[src/hw/rtl/apn_pkg.sv]
// apn_pkg: shared types and constants of the absolute path normalizer
// request/result structs, character codes and status codes
// no dependencies
package apn_pkg;

  // character codes
  localparam logic [7:0] CharSlash = 8'h2F;
  localparam logic [7:0] CharDot   = 8'h2E;
  localparam logic [7:0] CharNul   = 8'h00;

  // request kinds
  localparam logic ReqPush = 1'b0;
  localparam logic ReqRead = 1'b1;

  // status codes (also the sticky error codes)
  localparam logic [1:0] StBusy    = 2'd0;
  localparam logic [1:0] StDone    = 2'd1;
  localparam logic [1:0] StNotAbs  = 2'd2;
  localparam logic [1:0] StTooLong = 2'd3;

  // component dot counter: 0..2 pending dots, 3 once the component is stored
  localparam logic [1:0] DotsStored = 2'd3;

  // one input item
  typedef struct packed {
    logic       req_type;
    logic [7:0] path_byte;
    logic       end_of_path;
    logic [7:0] read_index;
  } req_t;

  // one result item
  typedef struct packed {
    logic [1:0] status;
    logic [7:0] norm_length;
    logic [7:0] read_data;
  } rsp_t;

endpackage

[src/hw/rtl/apn_req_if.sv]
// apn_req_if: request channel of the path normalizer
// valid/ready handshake with the input item fields, no dependencies
interface apn_req_if;
  logic       valid;
  logic       ready;
  logic       req_type;
  logic [7:0] path_byte;
  logic       end_of_path;
  logic [7:0] read_index;

  modport source (output valid, output req_type, output path_byte, output end_of_path,
                  output read_index, input ready);
  modport sink   (input valid, input req_type, input path_byte, input end_of_path,
                  input read_index, output ready);
endinterface

[src/hw/rtl/apn_rsp_if.sv]
// apn_rsp_if: result channel of the path normalizer
// valid/ready handshake with the result item fields, no dependencies
interface apn_rsp_if;
  logic       valid;
  logic       ready;
  logic [1:0] status;
  logic [7:0] norm_length;
  logic [7:0] read_data;

  modport source (output valid, output status, output norm_length, output read_data,
                  input ready);
  modport sink   (input valid, input status, input norm_length, input read_data,
                  output ready);
endinterface

[src/hw/rtl/apn_cfg_if.sv]
// apn_cfg_if: configuration write channel of the path normalizer
// carries the capacity register write data, no dependencies
interface apn_cfg_if;
  logic       valid;
  logic       ready;
  logic [8:0] capacity_bytes;

  modport source (output valid, output capacity_bytes, input ready);
  modport sink   (input valid, input capacity_bytes, output ready);
endinterface

[src/hw/rtl/apn_ram.sv]
// apn_ram: generic single write port, single read port RAM
// read data is registered and holds while read enable is low; no dependencies
module apn_ram #(
  parameter int unsigned WIDTH = 8,
  parameter int unsigned DEPTH = 256
) (
  input  logic                     clk_i,
  input  logic                     we_i,
  input  logic [$clog2(DEPTH)-1:0] waddr_i,
  input  logic [WIDTH-1:0]         wdata_i,
  input  logic                     re_i,
  input  logic [$clog2(DEPTH)-1:0] raddr_i,
  output logic [WIDTH-1:0]         rdata_o
);

  logic [WIDTH-1:0] mem_q [DEPTH];

  // write port and registered read port
  always_ff @(posedge clk_i) begin
    if (we_i) begin
      mem_q[waddr_i] <= wdata_i;
    end
    if (re_i) begin
      rdata_o <= mem_q[raddr_i];
    end
  end

endmodule

[src/hw/rtl/apn_core.sv]
// apn_core: sequencer of the path normalizer around the byte store
// depends on apn_pkg and apn_ram; one item at a time, store writes and
// walk-back reads go one byte per step through the single RAM port pair
module apn_core #(
  parameter int unsigned BUF_BYTES = 256
) (
  input  logic          clk_i,
  input  logic          rst_ni,
  input  logic          req_valid_i,
  output logic          req_ready_o,
  input  apn_pkg::req_t req_i,
  input  logic [8:0]    cap_i,
  output logic          rsp_valid_o,
  input  logic          rsp_ready_i,
  output apn_pkg::rsp_t rsp_o
);

  localparam int unsigned AW = $clog2(BUF_BYTES);
  localparam int unsigned LW = AW + 1;
  localparam int unsigned CW = (LW + 2 > 9) ? LW + 2 : 9;
  localparam logic [CW-1:0] BufC = CW'(BUF_BYTES);

  typedef enum logic [2:0] {
    S_IDLE,
    S_EMIT,
    S_WALK_RD,
    S_WALK_CHK,
    S_FIN
  } state_e;

  state_e        state_q, state_d;
  logic [LW-1:0] len_q, len_d;
  logic [1:0]    dots_q, dots_d;
  logic [1:0]    err_q, err_d;
  logic          fbs_q, fbs_d;
  logic          pend_slash_q, pend_slash_d;
  logic [1:0]    pend_dots_q, pend_dots_d;
  logic [7:0]    char_q, char_d;
  logic          rd_hit_q, rd_hit_d;
  logic          rd_root_q, rd_root_d;

  // store port
  logic          ram_we, ram_re;
  logic [AW-1:0] ram_waddr, ram_raddr;
  logic [7:0]    ram_wdata, ram_rdata;

  // push decode
  logic [7:0]    c;
  logic          eop;
  logic [CW-1:0] cap_c, eff_cap;
  logic          start, s_fbs, take, sep;
  logic [1:0]    s_err, s_dots;
  logic [LW-1:0] s_len;
  logic [CW-1:0] s_len_c, need_c;
  logic [1:0]    t_err, t_dots, t_pdots, after_dots, f_dots;
  logic          t_emit, t_slash, t_close, e_close, walk;
  logic [LW-1:0] len_m1;
  logic [AW+7:0] idx_w;
  logic [LW+7:0] len_ext;

  assign c       = req_i.path_byte;
  assign eop     = req_i.end_of_path;
  assign cap_c   = CW'(cap_i);
  assign eff_cap = (cap_c > BufC) ? BufC : cap_c;
  assign len_m1  = len_q - LW'(1);
  assign idx_w   = {{AW{1'b0}}, req_i.read_index};
  assign len_ext = {8'h00, len_q};

  // path start, byte handling and end-mark close for a push item
  always_comb begin
    start   = !fbs_q && ((c != apn_pkg::CharNul) || eop);
    s_fbs   = fbs_q | start;
    s_len   = start ? LW'(1) : len_q;
    s_dots  = start ? 2'd0 : dots_q;
    if (start) begin
      if (cap_c < CW'(2)) begin
        s_err = apn_pkg::StTooLong;
      end else if (c != apn_pkg::CharSlash) begin
        s_err = apn_pkg::StNotAbs;
      end else begin
        s_err = apn_pkg::StBusy;
      end
    end else begin
      s_err = err_q;
    end
    s_len_c = CW'(s_len);
    sep     = (s_len > LW'(1));
    need_c  = s_len_c + CW'(sep) + CW'(s_dots) + CW'(2);
    take    = s_fbs && (s_err == apn_pkg::StBusy) && (c != apn_pkg::CharNul);
    t_err   = s_err;
    t_dots  = s_dots;
    t_emit  = 1'b0;
    t_slash = 1'b0;
    t_pdots = 2'd0;
    t_close = 1'b0;
    if (take) begin
      if (c == apn_pkg::CharSlash) begin
        t_close = 1'b1;
      end else if (s_dots == apn_pkg::DotsStored) begin
        if (s_len_c + CW'(2) > eff_cap) begin
          t_err = apn_pkg::StTooLong;
        end else begin
          t_emit = 1'b1;
        end
      end else if ((c == apn_pkg::CharDot) && (s_dots != 2'd2)) begin
        t_dots = s_dots + 2'd1;
      end else if (need_c > eff_cap) begin
        t_err = apn_pkg::StTooLong;
      end else begin
        t_emit  = 1'b1;
        t_slash = sep;
        t_pdots = s_dots;
        t_dots  = apn_pkg::DotsStored;
      end
    end
    after_dots = t_close ? 2'd0 : t_dots;
    e_close    = eop && s_fbs && (t_err == apn_pkg::StBusy);
    walk       = (t_close && (s_dots == 2'd2)) || (e_close && (after_dots == 2'd2));
    f_dots     = (t_close || e_close) ? 2'd0 : t_dots;
  end

  // sequencer next state
  always_comb begin
    state_d      = state_q;
    len_d        = len_q;
    dots_d       = dots_q;
    err_d        = err_q;
    fbs_d        = fbs_q;
    pend_slash_d = pend_slash_q;
    pend_dots_d  = pend_dots_q;
    char_d       = char_q;
    rd_hit_d     = rd_hit_q;
    rd_root_d    = rd_root_q;
    ram_we       = 1'b0;
    ram_re       = 1'b0;
    ram_waddr    = len_q[AW-1:0];
    ram_raddr    = len_m1[AW-1:0];
    ram_wdata    = char_q;
    req_ready_o  = (state_q == S_IDLE);
    rsp_valid_o  = (state_q == S_FIN);
    case (state_q)
      S_IDLE: begin
        if (req_valid_i) begin
          if (req_i.req_type == apn_pkg::ReqRead) begin
            ram_re    = 1'b1;
            ram_raddr = idx_w[AW-1:0];
            rd_root_d = (req_i.read_index == 8'd0);
            rd_hit_d  = (CW'(req_i.read_index) < CW'(len_q));
            state_d   = S_FIN;
          end else begin
            rd_root_d    = 1'b0;
            rd_hit_d     = 1'b0;
            err_d        = t_err;
            len_d        = s_len;
            dots_d       = f_dots;
            fbs_d        = s_fbs && !eop;
            pend_slash_d = t_slash;
            pend_dots_d  = t_pdots;
            char_d       = c;
            if (t_emit) begin
              state_d = S_EMIT;
            end else if (walk) begin
              state_d = S_WALK_RD;
            end else begin
              state_d = S_FIN;
            end
          end
        end
      end
      // one stored byte per cycle: separator, pending dots, then the byte
      S_EMIT: begin
        ram_we = 1'b1;
        len_d  = len_q + LW'(1);
        if (pend_slash_q) begin
          ram_wdata    = apn_pkg::CharSlash;
          pend_slash_d = 1'b0;
        end else if (pend_dots_q != 2'd0) begin
          ram_wdata   = apn_pkg::CharDot;
          pend_dots_d = pend_dots_q - 2'd1;
        end else begin
          ram_wdata = char_q;
          state_d   = S_FIN;
        end
      end
      // walk back over the last component, never above the root
      S_WALK_RD: begin
        if (len_q > LW'(1)) begin
          ram_re  = 1'b1;
          state_d = S_WALK_CHK;
        end else begin
          state_d = S_FIN;
        end
      end
      S_WALK_CHK: begin
        len_d   = len_m1;
        state_d = (ram_rdata == apn_pkg::CharSlash) ? S_FIN : S_WALK_RD;
      end
      S_FIN: begin
        if (rsp_ready_i) begin
          state_d = S_IDLE;
        end
      end
      default: begin
        state_d = S_IDLE;
      end
    endcase
  end

  // state and registered outputs
  always_ff @(posedge clk_i or negedge rst_ni) begin
    if (!rst_ni) begin
      state_q      <= S_IDLE;
      len_q        <= LW'(1);
      dots_q       <= 2'd0;
      err_q        <= apn_pkg::StBusy;
      fbs_q        <= 1'b0;
      pend_slash_q <= 1'b0;
      pend_dots_q  <= 2'd0;
      char_q       <= 8'h00;
      rd_hit_q     <= 1'b0;
      rd_root_q    <= 1'b0;
    end else begin
      state_q      <= state_d;
      len_q        <= len_d;
      dots_q       <= dots_d;
      err_q        <= err_d;
      fbs_q        <= fbs_d;
      pend_slash_q <= pend_slash_d;
      pend_dots_q  <= pend_dots_d;
      char_q       <= char_d;
      rd_hit_q     <= rd_hit_d;
      rd_root_q    <= rd_root_d;
    end
  end

  // result fields; entry 0 always holds the root slash
  always_comb begin
    if (err_q != apn_pkg::StBusy) begin
      rsp_o.status = err_q;
    end else begin
      rsp_o.status = fbs_q ? apn_pkg::StBusy : apn_pkg::StDone;
    end
    rsp_o.norm_length = len_ext[7:0];
    if (rd_root_q) begin
      rsp_o.read_data = apn_pkg::CharSlash;
    end else if (rd_hit_q) begin
      rsp_o.read_data = ram_rdata;
    end else begin
      rsp_o.read_data = apn_pkg::CharNul;
    end
  end

  // byte store
  apn_ram #(
    .WIDTH(8),
    .DEPTH(BUF_BYTES)
  ) u_store (
    .clk_i  (clk_i),
    .we_i   (ram_we),
    .waddr_i(ram_waddr),
    .wdata_i(ram_wdata),
    .re_i   (ram_re),
    .raddr_i(ram_raddr),
    .rdata_o(ram_rdata)
  );

  // length stays inside the store and never drops below the root
  a_len_range: assert property (@(posedge clk_i) disable iff (!rst_ni)
    (len_q != LW'(0)) && (len_q < LW'(BUF_BYTES)))
    else $error("stored length out of range");

  // every walk-back check removes exactly one byte
  a_walk_step: assert property (@(posedge clk_i) disable iff (!rst_ni)
    (state_q == S_WALK_CHK) |=> (len_q == $past(len_q) - LW'(1)))
    else $error("walk-back step did not shorten the path by one");

  // writes leave room for the terminator under the capacity in use
  a_emit_fit: assert property (@(posedge clk_i) disable iff (!rst_ni)
    (state_q == S_EMIT) |-> (CW'(len_q) + CW'(2) <= eff_cap))
    else $error("store write beyond capacity");

endmodule

[src/hw/rtl/absolute_path_normalizer.sv]
// absolute_path_normalizer: top level of the path normalizer
// depends on apn_pkg, apn_req_if, apn_rsp_if, apn_cfg_if and apn_core
//
//   channel   dir   payload                                          transfer
//   req_if    in    req_type, path_byte, end_of_path, read_index     valid & ready
//   rsp_if    out   status, norm_length, read_data                   valid & ready
//   cfg_if    in    capacity_bytes                                   valid & ready
//
// reads and plain push bytes: accept, finish state, then the result in the output register
// a push that stores bytes writes them one per cycle (up to 4), one store write port
// a '..' walk-back scans each stored byte through a read state and a check state (registered store read)
// req_if is ready only while the sequencer is idle; a held result stalls the next finish
// reset needs no clearing pass: length 1 and the root slash are implied, cfg is always ready
module absolute_path_normalizer #(
  parameter int unsigned BUF_BYTES = 256
) (
  input logic        clk_i,
  input logic        rst_ni,
  apn_req_if.sink    req_if,
  apn_rsp_if.source  rsp_if,
  apn_cfg_if.sink    cfg_if
);

  logic [8:0]    cap_q;
  apn_pkg::req_t core_req;
  apn_pkg::rsp_t core_rsp, out_q;
  logic          core_rsp_valid, core_rsp_ready;
  logic          out_valid_q;

  // capacity register, written on a cfg transfer
  assign cfg_if.ready = 1'b1;

  always_ff @(posedge clk_i or negedge rst_ni) begin
    if (!rst_ni) begin
      cap_q <= 9'd256;
    end else if (cfg_if.valid) begin
      cap_q <= cfg_if.capacity_bytes;
    end
  end

  // request pack
  assign core_req.req_type    = req_if.req_type;
  assign core_req.path_byte   = req_if.path_byte;
  assign core_req.end_of_path = req_if.end_of_path;
  assign core_req.read_index  = req_if.read_index;

  apn_core #(
    .BUF_BYTES(BUF_BYTES)
  ) u_core (
    .clk_i      (clk_i),
    .rst_ni     (rst_ni),
    .req_valid_i(req_if.valid),
    .req_ready_o(req_if.ready),
    .req_i      (core_req),
    .cap_i      (cap_q),
    .rsp_valid_o(core_rsp_valid),
    .rsp_ready_i(core_rsp_ready),
    .rsp_o      (core_rsp)
  );

  // output register
  assign core_rsp_ready = !out_valid_q || rsp_if.ready;

  always_ff @(posedge clk_i or negedge rst_ni) begin
    if (!rst_ni) begin
      out_valid_q <= 1'b0;
    end else if (core_rsp_valid && core_rsp_ready) begin
      out_valid_q <= 1'b1;
    end else if (rsp_if.ready) begin
      out_valid_q <= 1'b0;
    end
  end

  always_ff @(posedge clk_i) begin
    if (core_rsp_valid && core_rsp_ready) begin
      out_q <= core_rsp;
    end
  end

  assign rsp_if.valid       = out_valid_q;
  assign rsp_if.status      = out_q.status;
  assign rsp_if.norm_length = out_q.norm_length;
  assign rsp_if.read_data   = out_q.read_data;

endmodule

[src/flat_wrapper.sv]
// flat-port wrapper written by rule: the top's interface ports become plain ports
module absolute_path_normalizer_flat 
#(
  parameter int unsigned BUF_BYTES = 256
)
  (clk_i, rst_ni, req_if_valid, req_if_req_type, req_if_path_byte, req_if_end_of_path, req_if_read_index, req_if_ready, rsp_if_valid, rsp_if_status, rsp_if_norm_length, rsp_if_read_data, rsp_if_ready, cfg_if_valid, cfg_if_capacity_bytes, cfg_if_ready);
  apn_req_if req_if_i ();
  apn_rsp_if rsp_if_i ();
  apn_cfg_if cfg_if_i ();
  input logic clk_i;
  input logic rst_ni;
  input wire logic [$bits(req_if_i.valid)-1:0] req_if_valid;
  input wire logic [$bits(req_if_i.req_type)-1:0] req_if_req_type;
  input wire logic [$bits(req_if_i.path_byte)-1:0] req_if_path_byte;
  input wire logic [$bits(req_if_i.end_of_path)-1:0] req_if_end_of_path;
  input wire logic [$bits(req_if_i.read_index)-1:0] req_if_read_index;
  output wire logic [$bits(req_if_i.ready)-1:0] req_if_ready;
  output wire logic [$bits(rsp_if_i.valid)-1:0] rsp_if_valid;
  output wire logic [$bits(rsp_if_i.status)-1:0] rsp_if_status;
  output wire logic [$bits(rsp_if_i.norm_length)-1:0] rsp_if_norm_length;
  output wire logic [$bits(rsp_if_i.read_data)-1:0] rsp_if_read_data;
  input wire logic [$bits(rsp_if_i.ready)-1:0] rsp_if_ready;
  input wire logic [$bits(cfg_if_i.valid)-1:0] cfg_if_valid;
  input wire logic [$bits(cfg_if_i.capacity_bytes)-1:0] cfg_if_capacity_bytes;
  output wire logic [$bits(cfg_if_i.ready)-1:0] cfg_if_ready;
  assign req_if_i.valid = req_if_valid;
  assign req_if_i.req_type = req_if_req_type;
  assign req_if_i.path_byte = req_if_path_byte;
  assign req_if_i.end_of_path = req_if_end_of_path;
  assign req_if_i.read_index = req_if_read_index;
  assign req_if_ready = req_if_i.ready;
  assign rsp_if_valid = rsp_if_i.valid;
  assign rsp_if_status = rsp_if_i.status;
  assign rsp_if_norm_length = rsp_if_i.norm_length;
  assign rsp_if_read_data = rsp_if_i.read_data;
  assign rsp_if_i.ready = rsp_if_ready;
  assign cfg_if_i.valid = cfg_if_valid;
  assign cfg_if_i.capacity_bytes = cfg_if_capacity_bytes;
  assign cfg_if_ready = cfg_if_i.ready;
  absolute_path_normalizer #(.BUF_BYTES(BUF_BYTES)) u_core (.clk_i(clk_i), .rst_ni(rst_ni), .req_if(req_if_i), .rsp_if(rsp_if_i), .cfg_if(cfg_if_i));
endmodule
[config.mk]
export PLATFORM = sky130hd
export DESIGN_NAME = absolute_path_normalizer_flat
export DESIGN_NICKNAME = d
export VERILOG_FILES = /design/src/hw/rtl/apn_pkg.sv /design/src/hw/rtl/apn_req_if.sv /design/src/hw/rtl/apn_rsp_if.sv /design/src/hw/rtl/apn_cfg_if.sv /design/src/hw/rtl/apn_ram.sv /design/src/hw/rtl/apn_core.sv /design/src/hw/rtl/absolute_path_normalizer.sv /design/src/flat_wrapper.sv
export SDC_FILE = /design/constraint.sdc
export NUM_CORES = 2
export LEC_CHECK = 0
export BUFFER_PORTS_ARGS = -buffer_cell sky130_fd_sc_hd__buf_2
export CORE_MARGIN = 1
export CORE_UTILIZATION = 35
export DETAILED_ROUTE_END_ITERATION = 6
export SLEW_MARGIN = 20
export SYNTH_ARGS = -nofsm -noshare
export SYNTH_HDL_FRONTEND = slang
export SYNTH_HIERARCHICAL = 1
export SYNTH_SLANG_ARGS = --single-unit
[constraint.sdc]
create_clock -name clk_i -period 6.55 [get_ports clk_i]
set_input_delay 0.3275 -clock clk_i [delete_from_list [all_inputs] [get_ports clk_i]]
set_output_delay 0.3275 -clock clk_i [all_outputs]
set_load 0.005 [all_outputs]
==> impl_metrics.ini <==
[critical_path]
timing.rr.end = u_core/u_core/u_store/rdata_o[3]$_DFFE_PP_
crit_required_ns = 7.12
crit_path_start_kind = register
path_class = register to register
r2r_start = u_core/u_core/state_q[1]$_DFFE_PN0P_
critPathMaxFanout = 21
critPathCaptureType = register
worstPathArrival_ns = 6.45
reg2reg_depth = 13
r2r_slack_ns = 0.67

[placed_design]
hpwl_um = 130000
numPlacedInstances = 7327
post-place-ws_ns = 0.753
place_area_um2 = 88200
portBuffers = 51
place.gp.congestion = 0.881

[global_route]
antenna_found_initial = 4
first_global_vias = 42800
grt_pass1_wl_um = 305000
grt_max_degree = 221
grt_usage = 0.172
gr-total-overflow = 0

[synth]
synth_area_um2 = 84000
synth_seq_cells = 2114
synth_cell_types = 82
avgSynthCellArea_um2 = 19.9
synth_edf_count = 2074
synthFlopType = edfxtp_1
ys_seq_area_frac = 0.754
synthArstFlopShare = 0.0189
synth_fp_nets = 4295
syn_inst = 4225
yosysWarnings = 6

[sta]
clock_skew_ns = 0.0399
maxSlewViolCount = 0
holdWs_ns = 0.183
post-route-period-util = 0.897
setup_viol = 0
rsz0062_at_grt = false
tightest_slew_ns = 1.22
period_minus_slack_ns = 5.88
fmax_mhz = 170
slew-limit-headroom = 0.186
setup_tns_ns = 0
hold_viol = 0
fin_ws_ns = 0.674

[cells_and_area]
multi_input_area_um2 = 19100
fill_cells = 20900
drive_above_1_share = 0.222
design_area_um2 = 95400
final_cell_count_no_fill = 7754
utilization = 0.401
seqCellArea_um2 = 63300
layout_commonest_cell = edfxtp_1
syn2layout_area_growth_pct = 13.6
nets = 4476
layout_common_cells = edfxtp_1 (2,074), mux4_2 (454), nor2_1 (316), clkbuf_16 (206), mux2i_1 (139)

[run]
cap_viol_max_count = 0

[clock_tree]
cts_max_path_buffers = 3
clkTransAtPathRegs_ns = 0.06
cts.sinks = 2114
numCtsBuffers = 205
cts_setup_buffers = 0
clock_latency_ns = 0.86
htreeDepth = 4
cts_root_buf = clkbuf_16
cts_tree = yes

[drt]
wl_um = 210000
vias = 42800
drt_iter0_markers = 4413
dr.pass1.iters = 7
drc_errors = 24
vias_per_cell = 5.52
wl_per_cell_um = 27.0
ant_nets = 0

[pwr]
power_density_nw_per_um2 = 437
power.leakage_nw = 29.1
power.total_mw = 41.6
peakVddDrop_v = 0.000335

[status]
violations = design-rule violations
status = finished with violations

[min_path]
hp-class = input pin to async pin

[floorplan]
die_h_um = 492
die_w_um = 492
start_util = 0.353
fp.coreArea_um2 = 238000
rows = 179
dieArea_um2 = 242000
io_pins = 53
[layout make-up]
| cell class | instances | share of cell area |
|---|---|---|
| antenna | 2 | 0.0000525 |
| timing repair buffer | 236 | 0.0224 |
| sequential | 2114 | 0.663 |
| multi-input combinational | 1818 | 0.201 |
| clock buffer | 242 | 0.0555 |
| clock inverter | 144 | 0.0154 |
| inverter | 31 | 0.00122 |
| tap | 3167 | 0.0415 |
[repair_timing]
action / in CTS / in global routing
resized for setup: 0 / 0
endpoints found under the hold margin: 66 / 0
hold buffers: 38 / 0
[Yosys cell counts (36+ instances only)]
master    number  area share
a22oi_1      134       0.012
o221ai_1      48      0.0050
nand3_1       48      0.0029
mux4_2       454        0.12
edfxtp_1    2074        0.74
clkbuf_1     129      0.0058
o21ai_0       45      0.0027
dfrtp_1       38       0.011
a21oi_1      118      0.0070
nor2b_1       37      0.0028
nand2_1      107      0.0048
mux2i_1      139       0.017
ha_1          36      0.0054
buf_4         36      0.0032
nor2_1       319       0.014
[how the worst max path moves through the flow]
| stage | start | to | slack, ns | cells past startpoint |
|---|---|---|---|---|
| final | u_core/u_core/state_q[1]$_DFFE_PN0P_ | u_core/u_core/u_store/rdata_o[3]$_DFFE_PP_ | 0.67 | 13 |
| after global routing | u_core/u_core/state_q[1]$_DFFE_PN0P_ | u_core/u_core/u_store/rdata_o[3]$_DFFE_PP_ | 0.52 | 13 |
| after CTS | u_core/u_core/state_q[1]$_DFFE_PN0P_ | u_core/u_core/u_store/rdata_o[5]$_DFFE_PP_ | 0.73 | 13 |
| after detailed placement | u_core/u_core/state_q[1]$_DFFE_PN0P_ | u_core/u_core/u_store/rdata_o[5]$_DFFE_PP_ | 0.75 | 13 |
| after global placement | u_core/u_core/state_q[1]$_DFFE_PN0P_ | u_core/u_core/u_store/rdata_o[3]$_DFFE_PP_ | 0.79 | 13 |
| after floorplan | u_core/u_core/pend_dots_q[0]$_DFFE_PN0P_ | u_core/u_core/u_store/mem_q[0][4]$_DFFE_PP_ | 1.26 | 5 |
[power by group]
part           switching [mW]  internal [mW]  total (mW)
registers               0.153           17.1        17.2
logic                    8.29           4.23        12.5
clock network            5.09           6.81        11.9
[worst max-delay path, stage by stage, from the launching register on]
cell and delay, ns:
dfrtp_1 0.64, or3_1 0.55, inv_1 0.13, and3_1 0.75
nand2_1 0.21, o21ai_4 0.44, buf_4 0.51, mux4_2 0.57
a22o_1 0.23, a221oi_1 0.82, o32ai_1 0.25, nor3_1 0.20
buf_4 0.18, nor4_1 0.05
[per-layer routing]
| metal | up-vias | GRT usage | wire [um] |
|---|---|---|---|
| li1 | 17800 | - | - |
| met1 | 23000 | 0.240 | 88200 |
| met2 | 1680 | 0.271 | 99900 |
| met3 | 322 | 0.0325 | 15400 |
| met4 | 0 | 0.0544 | 6050 |
| met5 | - | 0 | 0 |
[sequential cells by signal (all words and copies together), names as in the netlist]
register,cells
u_core/rsp_if.read_data,8
u_core/rsp_if.valid,1
u_core/u_core/u_store/mem_q,2048
u_core/cap_q,9
u_core/u_core/pend_dots_q,2
u_core/u_core/len_q,9
u_core/u_core/err_q,2
u_core/u_core/dots_q,2
u_core/u_core/state_q,3
u_core/u_core/rd_root_q,1
u_core/rsp_if.norm_length,8
u_core/u_core/char_q,8
u_core/u_core/pend_slash_q,1
u_core/u_core/u_store/rdata_o,8
u_core/rsp_if.status,2
u_core/u_core/rd_hit_q,1
u_core/u_core/fbs_q,1
[logic make-up after synthesis]
group,count (synthesis),synth area share
AO/OA/AOI/OAI,492,0.0408
multiplexers,606,0.141
other,1,0.0000447
flip-flops,2114,0.754
XOR/XNOR,18,0.00188
buffers and inverters,293,0.0204
adder cells (fa/ha/maj),38,0.00584
AND/OR/NAND/NOR,663,0.0363
No activity file was read; power rests on OpenSTA's default activity.
